===== src/hw/rtl/bju_pkg.sv =====
package bju_pkg;

  localparam int unsigned PC_W        = 16;
  localparam int unsigned BYTE_W      = 8;
  localparam int unsigned STACK_DEPTH = 256;
  localparam int unsigned CYC_W       = 3;

  localparam logic [PC_W-1:0] PAGE_MASK = 16'hff00;
  localparam logic [PC_W-1:0] LOW_MASK  = 16'h00ff;

  // instruction cost in cycles
  localparam logic [CYC_W-1:0] CYC_SHORT  = 3'd2;
  localparam logic [CYC_W-1:0] CYC_TAKEN  = 3'd3;
  localparam logic [CYC_W-1:0] CYC_CROSS  = 3'd4;
  localparam logic [CYC_W-1:0] CYC_JMP    = 3'd3;
  localparam logic [CYC_W-1:0] CYC_STACK  = 3'd6;

  typedef enum logic [2:0] {
    OP_BPL = 3'd0,
    OP_BMI = 3'd1,
    OP_BVC = 3'd2,
    OP_JMP = 3'd3,
    OP_JSR = 3'd4,
    OP_RTI = 3'd5,
    OP_RTS = 3'd6
  } op_t;

  typedef struct packed {
    op_t              op;
    logic [PC_W-1:0]  pc;
    logic [BYTE_W-1:0] lo;
    logic [BYTE_W-1:0] hi;
    logic [BYTE_W-1:0] sp;
    logic             nf;
    logic             vf;
  } item_t;

  typedef struct packed {
    logic [PC_W-1:0]   next_pc;
    logic [BYTE_W-1:0] next_sp;
    logic [BYTE_W-1:0] status;
    logic [CYC_W-1:0]  cycles;
  } result_t;

endpackage


===== src/hw/rtl/bju_ram.sv =====
module bju_ram #(
  parameter int unsigned WIDTH = 8,
  parameter int unsigned DEPTH = 256
) (
  input  logic                     clk,
  input  logic                     we,
  input  logic [$clog2(DEPTH)-1:0] waddr,
  input  logic [WIDTH-1:0]         wdata,
  input  logic [$clog2(DEPTH)-1:0] raddr,
  output logic [WIDTH-1:0]         rdata
);

  logic [WIDTH-1:0] mem [DEPTH];
  logic [WIDTH-1:0] rdata_r;

  always_ff @(posedge clk) begin
    if (we) begin
      mem[waddr] <= wdata;
    end
    rdata_r <= mem[raddr];
  end

  assign rdata = rdata_r;

endmodule


===== src/hw/rtl/bju_calc.sv =====
module bju_calc (
  input  bju_pkg::item_t               item,
  input  logic [bju_pkg::BYTE_W-1:0]   pop_status,
  input  logic [bju_pkg::BYTE_W-1:0]   pop_lo,
  input  logic [bju_pkg::BYTE_W-1:0]   pop_hi,
  output bju_pkg::result_t             res
);
  import bju_pkg::*;

  logic [PC_W-1:0] pc_next;
  logic [PC_W-1:0] disp;
  logic [PC_W-1:0] target;
  logic [PC_W-1:0] abs_target;
  logic [PC_W-1:0] popped;
  logic            taken;
  logic            page_cross;

  always_comb begin
    pc_next    = item.pc + 16'd2;
    disp       = {{BYTE_W{item.lo[BYTE_W-1]}}, item.lo};
    target     = pc_next + disp;
    page_cross = (target & PAGE_MASK) != (pc_next & PAGE_MASK);
    abs_target = {item.hi, item.lo};
    popped     = {pop_hi, pop_lo} & (PAGE_MASK | LOW_MASK);

    taken = 1'b0;
    unique case (item.op)
      OP_BPL:  taken = !item.nf;
      OP_BMI:  taken = item.nf;
      OP_BVC:  taken = !item.vf;
      default: taken = 1'b0;
    endcase

    res.next_pc = item.pc;
    res.next_sp = item.sp;
    res.status  = '0;
    res.cycles  = CYC_SHORT;
    unique case (item.op)
      OP_BPL, OP_BMI, OP_BVC: begin
        res.next_pc = taken ? target : pc_next;
        res.cycles  = !taken ? CYC_SHORT : (page_cross ? CYC_CROSS : CYC_TAKEN);
      end
      OP_JMP: begin
        res.next_pc = abs_target;
        res.cycles  = CYC_JMP;
      end
      OP_JSR: begin
        res.next_pc = abs_target;
        res.next_sp = item.sp - 8'd2;
        res.cycles  = CYC_STACK;
      end
      OP_RTI: begin
        res.next_pc = popped;
        res.next_sp = item.sp + 8'd3;
        res.status  = pop_status;
        res.cycles  = CYC_STACK;
      end
      OP_RTS: begin
        res.next_pc = popped + 16'd1;
        res.next_sp = item.sp + 8'd2;
        res.cycles  = CYC_STACK;
      end
      default: begin
        res.next_pc = item.pc;
      end
    endcase
  end

endmodule


===== src/hw/rtl/cpu6502_branch_jump_unit.sv =====
// branches, jmp and unused codes finish without stack access; jsr pushes two bytes,
// rts pops two and rti pops three, one stack ram access per cycle; a full output
// register stalls the finish; a new item is taken as the last one finishes, and the
// output register lets the next item start while a result waits
// reset clears the control state only; stack contents are undefined until pushed
module cpu6502_branch_jump_unit (
  input  logic        clk,
  input  logic        rst_n,
  input  logic        in_valid,
  output logic        in_ready,
  input  logic [2:0]  in_op,
  input  logic [15:0] in_current_pc,
  input  logic [7:0]  in_operand_low,
  input  logic [7:0]  in_operand_high,
  input  logic [7:0]  in_stack_pointer,
  input  logic        in_negative_flag,
  input  logic        in_overflow_flag,
  output logic        out_valid,
  input  logic        out_ready,
  output logic [15:0] out_next_pc,
  output logic [7:0]  out_next_stack_pointer,
  output logic [7:0]  out_restored_status,
  output logic [2:0]  out_cycle_count
);
  import bju_pkg::*;

  localparam int unsigned ADDR_W = $clog2(STACK_DEPTH);

  // item under execution and its access step
  item_t             item_r;
  logic              busy_r;
  logic [1:0]        step_r;
  logic [1:0]        step_nxt;
  // bytes popped so far
  logic [BYTE_W-1:0] stat_r;
  logic [BYTE_W-1:0] plo_r;

  // output register
  result_t           out_r;
  logic              out_valid_r;

  logic              last_step;
  logic              is_pop;
  logic              finish;
  logic              accept;
  logic [1:0]        rd_idx;
  logic [PC_W-1:0]   ret_pc;

  logic              ram_we;
  logic [ADDR_W-1:0] ram_waddr;
  logic [BYTE_W-1:0] ram_wdata;
  logic [ADDR_W-1:0] ram_raddr;
  logic [BYTE_W-1:0] ram_rdata;

  result_t           calc_res;
  logic [BYTE_W-1:0] pop_hi;

  // last access step of each op; non-stack ops are on their last step from the start
  always_comb begin
    unique case (item_r.op)
      OP_JSR:  last_step = (step_r == 2'd1);
      OP_RTS:  last_step = (step_r == 2'd2);
      OP_RTI:  last_step = (step_r == 2'd3);
      default: last_step = 1'b1;
    endcase
    is_pop = (item_r.op == OP_RTS) || (item_r.op == OP_RTI);
  end

  assign finish   = busy_r && last_step && (!out_valid_r || out_ready);
  assign accept   = in_valid && in_ready;
  assign in_ready = !busy_r || finish;
  assign step_nxt = step_r + 2'd1;

  // push: write at sp, then sp-1, high byte first
  assign ret_pc    = item_r.pc + 16'd2;
  assign ram_we    = busy_r && (item_r.op == OP_JSR);
  assign ram_waddr = item_r.sp - {6'd0, step_r};
  assign ram_wdata = (step_r == 2'd0) ? ret_pc[PC_W-1:BYTE_W] : ret_pc[BYTE_W-1:0];

  // pop: read sp+1 upward (to sp+2 for rts, sp+3 for rti); on the final step the last
  // read is reissued so the registered read data holds while the output side stalls
  assign rd_idx    = (is_pop && last_step) ? (step_r - 2'd1) : step_r;
  assign ram_raddr = item_r.sp + 8'd1 + {6'd0, rd_idx};

  bju_ram #(
    .WIDTH (BYTE_W),
    .DEPTH (STACK_DEPTH)
  ) u_stack (
    .clk   (clk),
    .we    (ram_we),
    .waddr (ram_waddr),
    .wdata (ram_wdata),
    .raddr (ram_raddr),
    .rdata (ram_rdata)
  );

  // last popped byte comes straight from the ram read register
  assign pop_hi = ram_rdata;

  bju_calc u_calc (
    .item       (item_r),
    .pop_status (stat_r),
    .pop_lo     ((item_r.op == OP_RTI || item_r.op == OP_RTS) ? plo_r : 8'd0),
    .pop_hi     (pop_hi),
    .res        (calc_res)
  );

  // sequencer: load a beat, step through the stack accesses, hand off the result
  always_ff @(posedge clk) begin
    if (!rst_n) begin
      busy_r <= 1'b0;
      step_r <= '0;
    end else begin
      if (accept) begin
        busy_r <= 1'b1;
        step_r <= '0;
      end else if (finish) begin
        busy_r <= 1'b0;
      end else if (busy_r && !last_step) begin
        step_r <= step_nxt;
      end
    end
  end

  // payload of the item in flight
  always_ff @(posedge clk) begin
    if (accept) begin
      item_r.op <= op_t'(in_op);
      item_r.pc <= in_current_pc;
      item_r.lo <= in_operand_low;
      item_r.hi <= in_operand_high;
      item_r.sp <= in_stack_pointer;
      item_r.nf <= in_negative_flag;
      item_r.vf <= in_overflow_flag;
    end
    // capture popped bytes as the read data arrives
    if (busy_r && !last_step) begin
      if (item_r.op == OP_RTI) begin
        if (step_r == 2'd1) begin
          stat_r <= ram_rdata;
        end
        if (step_r == 2'd2) begin
          plo_r <= ram_rdata;
        end
      end else if (item_r.op == OP_RTS) begin
        if (step_r == 2'd1) begin
          plo_r <= ram_rdata;
        end
      end
    end
  end

  // output register
  always_ff @(posedge clk) begin
    if (!rst_n) begin
      out_valid_r <= 1'b0;
    end else begin
      if (finish) begin
        out_valid_r <= 1'b1;
      end else if (out_ready) begin
        out_valid_r <= 1'b0;
      end
    end
  end

  always_ff @(posedge clk) begin
    if (finish) begin
      out_r <= calc_res;
    end
  end

  assign out_valid              = out_valid_r;
  assign out_next_pc            = out_r.next_pc;
  assign out_next_stack_pointer = out_r.next_sp;
  assign out_restored_status    = out_r.status;
  assign out_cycle_count        = out_r.cycles;

endmodule

===== config.mk =====
export PLATFORM = sky130hd
export DESIGN_NAME = cpu6502_branch_jump_unit
export DESIGN_NICKNAME = d
export VERILOG_FILES = /design/src/hw/rtl/bju_pkg.sv /design/src/hw/rtl/bju_ram.sv /design/src/hw/rtl/bju_calc.sv /design/src/hw/rtl/cpu6502_branch_jump_unit.sv
export SDC_FILE = /design/constraint.sdc
export NUM_CORES = 2
export LEC_CHECK = 0
export BUFFER_PORTS_ARGS = -buffer_cell sky130_fd_sc_hd__buf_2
export CORE_AREA = 2 2 500 502
export CTS_BUF_LIST = sky130_fd_sc_hd__clkbuf_16
export DETAILED_ROUTE_END_ITERATION = 16
export DIE_AREA = 0 0 502 504
export GPL_TIMING_DRIVEN = 0
export PLACE_DENSITY_LB_ADDON = 0.15
export SLEW_MARGIN = 10
export SYNTH_ARGS = -nofsm -noshare
export SYNTH_HDL_FRONTEND = slang
export SYNTH_SLANG_ARGS = --single-unit

===== constraint.sdc =====
create_clock -name clk -period 12.17 [get_ports clk]
set_input_delay 1.217 -clock clk [delete_from_list [all_inputs] [get_ports clk]]
set_output_delay 1.217 -clock clk [all_outputs]
set_load 0.03 [all_outputs]

==> run summary <==
The number of I/O pins is 86, and the row count is 183. The logs give 14 for the number of antenna violations at the first check in global routing and 12.83 ns for the required time at the worst-slack endpoint. The final-layout worst hold slack is 0.515 ns, and the wire length of the first global-routing pass is 353 mm.

The number of remaining DRC errors is 0, and the post-cts resize count is 0. The buffers inserted during post-CTS setup optimization was 0; the maximum number of pins on one net before global-route repair was 121. STA classifies the critical path startpoint as a flop.

Flip-flop and latch count after synthesis: 2,156. The count of nets left with antenna violations once routing finished came out at 0. The reported leakage power is 31.5 nW.

The logs give 11.0% for the share of total power in combinational logic and 19.9% for the overall track demand over capacity in global routing. The largest vdd supply drop was 0.146 mV. In this run the tool buffered the top-level ports with 85 buffer cells. The final-report hold violation count is 0. Of all cell types, the one taking the most synthesized area is edfxtp_1. The min-delay analysis places its worst path in the category flop to flop. In the synthesized netlist the async set-or-reset flop fraction comes to 0%. In this run, distinct cell masters in the synthesized netlist total 80. The cell area that synthesis handed to floorplanning was 86,200 sq um. The setup skew after layout came out at 0.0884 ns. The final period demand of the worst path was 7.57 ns; the routability-driven placement congestion ratio was 0.880.

The fraction of power spent switching nets is 24.6%. Sequential share of the synthesized area: 75.0%. The logs give 5 for the number of iterations in the first detailed-routing pass and 177 mm for the post-detailed-placement half-perimeter wirelength.

The finished layout holds 8,141 standard cells, fillers aside. Clock-pin slew was measured on the worst setup and hold paths at 0.05 ns. Commonest non-fill, non-tap cell in the layout: edfxtp_1.

In the final layout, the share of cells above drive strength 1 is 25.6%. STA puts the critical path data arrival time at 8.23 ns. The synthesized area per cell was 20.4 sq um.

Clock tree synthesis found a total of 2,156 sinks. The width of the die was 502 microns; the number of vias per cell after detailed routing was 5.39. The net count of the mapped netlist came out at 4,319. Clock tree synthesis inserted a total of 225 buffers. The clock passes through at most 3 buffers. The total area inside the core boundary comes to 248,000 sq um.

Summing over every cut layer, the via total after detailed routing is 43,894. For this design the total switching power over the nets is 0.00418 W. Setup violations remaining at the end of the flow were counted as 0. For the headroom to the max-slew limit, the log shows 2.08%. The relative contribution of the clock network to total power came out at 40.2%.

The highest clock frequency the design can meet is 132 MHz, and the number of global-route vias before repair is 43,816. After synthesis, the largest area contributor takes up 74.7% of total cell area. The post-detailed-route wirelength per cell came out at 31.3 microns. The cell count after placement was 7,725; the largest driver fanout on the critical path was 10.

The worst setup path is captured at a flop. The number of max-slew violations in the final report came out at 0. The die is 504 microns tall.

The cell sitting at the root of the clock tree is a clkbuf_16. Counting stages on the worst path, the most repeated cell is clkbuf_1. The number of hold buffers added after cts was 0. The final critical path takes up 62.2% of the cycle.

The run gives 0.88 ns as the later-pin clock latency in the skew report. Sorting the synthesized cells by area gives the leading types as edfxtp_1 (75%), mux4_2 (15%), nor2_1 (1.4%). Traced cell by cell, the critical path runs through buf_4 -> clkbuf_1 -> clkbuf_1 -> nand2_1 -> inv_1 -> a22o_1 -> xnor2_1 -> ha_1 -> inv_1 -> fa_1 -> buf_4 -> buf_2 -> clkbuf_1 -> mux4_2 -> mux4_2 -> o22ai_1 -> a31oi_1 -> a22oi_1 -> a41oi_1. The top cell types in the final layout, fill and taps aside, are edfxtp_1 (2,144), mux4_2 (585), nor2_1 (318), nand2_1 (292), clkbuf_16 (225). The run finished with clean final reports. The count of flip-flops with a built-in enable after synthesis was 2,144. Setup repair after global routing left no endpoint under its margin. The largest single stage delay on the critical path is 0.77 ns. The internal power of the cells totals 0.0128 W. In the final timing run, aggregate negative setup slack is 0 ns. Total power for the finished layout comes to 0.0170 W. The kind of critical path was flop to flop. Max-cap violations in this run came to 0.

In this run the power density over the cells is 170 nW/um^2. The Yosys step of the flow raised 0 warnings. The most used flip-flop cell after synthesis is edfxtp_1. The total congestion overflow after global routing is 0, and the effective utilization at floorplan is 34.8%. The die covers 253,000 sq um. Registers are responsible for 48.9% of the overall power. The H-tree was split into 4 levels. The master of the slowest instance on the critical path was a22oi_1. The net count of the finished layout is 4,707. The synthesized instance count is 4,234, and the area overhead of the layout relative to synthesis is 16.1%. In this run, the number of DRC markers left after iteration 0 of detailed routing was 5,052.

TritonCTS built the clock tree. The final layout contains routed wiring with a total length of 255 mm. At the pin with the least slew margin, the transition time is 1.47 ns.
[registers in the layout, indices dropped and copies added (netlist names)]
name                    count
item_r                     45
busy_r                      1
out_next_pc                16
plo_r                       8
out_next_stack_pointer      8
out_valid                   1
out_restored_status         8
out_cycle_count             3
step_r                      2
u_stack.mem              2048
u_stack.rdata               8
stat_r                      8
[final cells by class]
class	instances	area, sq um
Timing Repair Buffer	161	2270
Fill cell	21967	147000
Clock inverter	187	1700
Antenna cell	4	10.0
Clock buffer	225	5630
Sequential cell	2156	64600
Multi-Input combinational cell	1825	20300
Buffer	228	1300
Tap cell	3330	4170
Inverter	25	93.8
[cells in the mapped netlist, types with 13 or more instances]
cell type and count:
a21oi_1 54, a22oi_1 13, a31oi_1 19, and2_1 14, buf_1 16, buf_2 50
buf_4 50, buf_6 21, clkbuf_1 90, edfxtp_1 2144, ha_1 32, inv_1 25
mux2i_1 50, mux4_2 585, nand2_1 292, nand3_1 54, nand4_1 18, nor2_1 318
nor3_1 35, o21ai_0 48, o22ai_1 34, xnor2_1 43, xor2_1 23
[final timing paths]
kind | from | end | slack (ns) | depth (start not counted)
worst max register to register | item_r[43]$_DFFE_PP_ | u_stack.rdata[1]$_DFF_P_ | 4.60 | 19
worst min-delay path | out_valid$_SDFFE_PN0P_ | out_valid$_SDFFE_PN0P_ | 0.52 | 2
worst min register to register | out_valid$_SDFFE_PN0P_ | out_valid$_SDFFE_PN0P_ | 0.52 | 2
worst max-delay path | item_r[43]$_DFFE_PP_ | u_stack.rdata[1]$_DFF_P_ | 4.60 | 19
[power groups by stage]
| stage | registers [W] | clock network (W) | logic, W |
|---|---|---|---|
| after floorplan | 0.00854 | 0 | 0.00103 |
| after global placement | 0.00865 | 0 | 0.00175 |
| after detailed placement | 0.00847 | 0 | 0.00187 |
| after CTS | 0.00832 | 0.00697 | 0.00188 |
| after global routing | 0.00831 | 0.00725 | 0.00196 |
| final | 0.00832 | 0.00683 | 0.00186 |
[cell families after synthesis]
family,Yosys count,synth area share (%)
mux,639,15.9
simple gates,780,3.80
compound gates,296,2.33
flops,2156,75.0
xor+xnor,74,0.829
buf+inv,253,1.59
fa+ha+maj,36,0.557
[metrics by stage]
step	setup WS [ns]	util, %	cell area (sq um)
floorplan	1.93	-	86200
CTS	4.79	40.4	100000
finish	4.60	40.4	100000
detailed placement	4.85	37.5	92800
global placement	-9.78	36.7	90800
global route	4.43	40.4	100000
[metal layers]
metal	vias up	routed length (microns)	track usage, %
li1	18236	-	-
met1	23614	112000	28.8
met2	1678	117000	30.5
met3	366	17800	4.00
met4	0	7340	5.76
met5	-	0	0
[critical path, delay by kind of cell (launching register included)]
| family | cells | cell delay [ns] |
|---|---|---|
| xor+xnor | 1 | 0.15 |
| mux | 2 | 1.02 |
| compound gates | 5 | 1.71 |
| flops | 1 | 0.33 |
| fa+ha+maj | 2 | 0.93 |
| simple gates | 1 | 0.30 |
| buf+inv | 8 | 2.88 |
(Power assumes the default switching activity.)
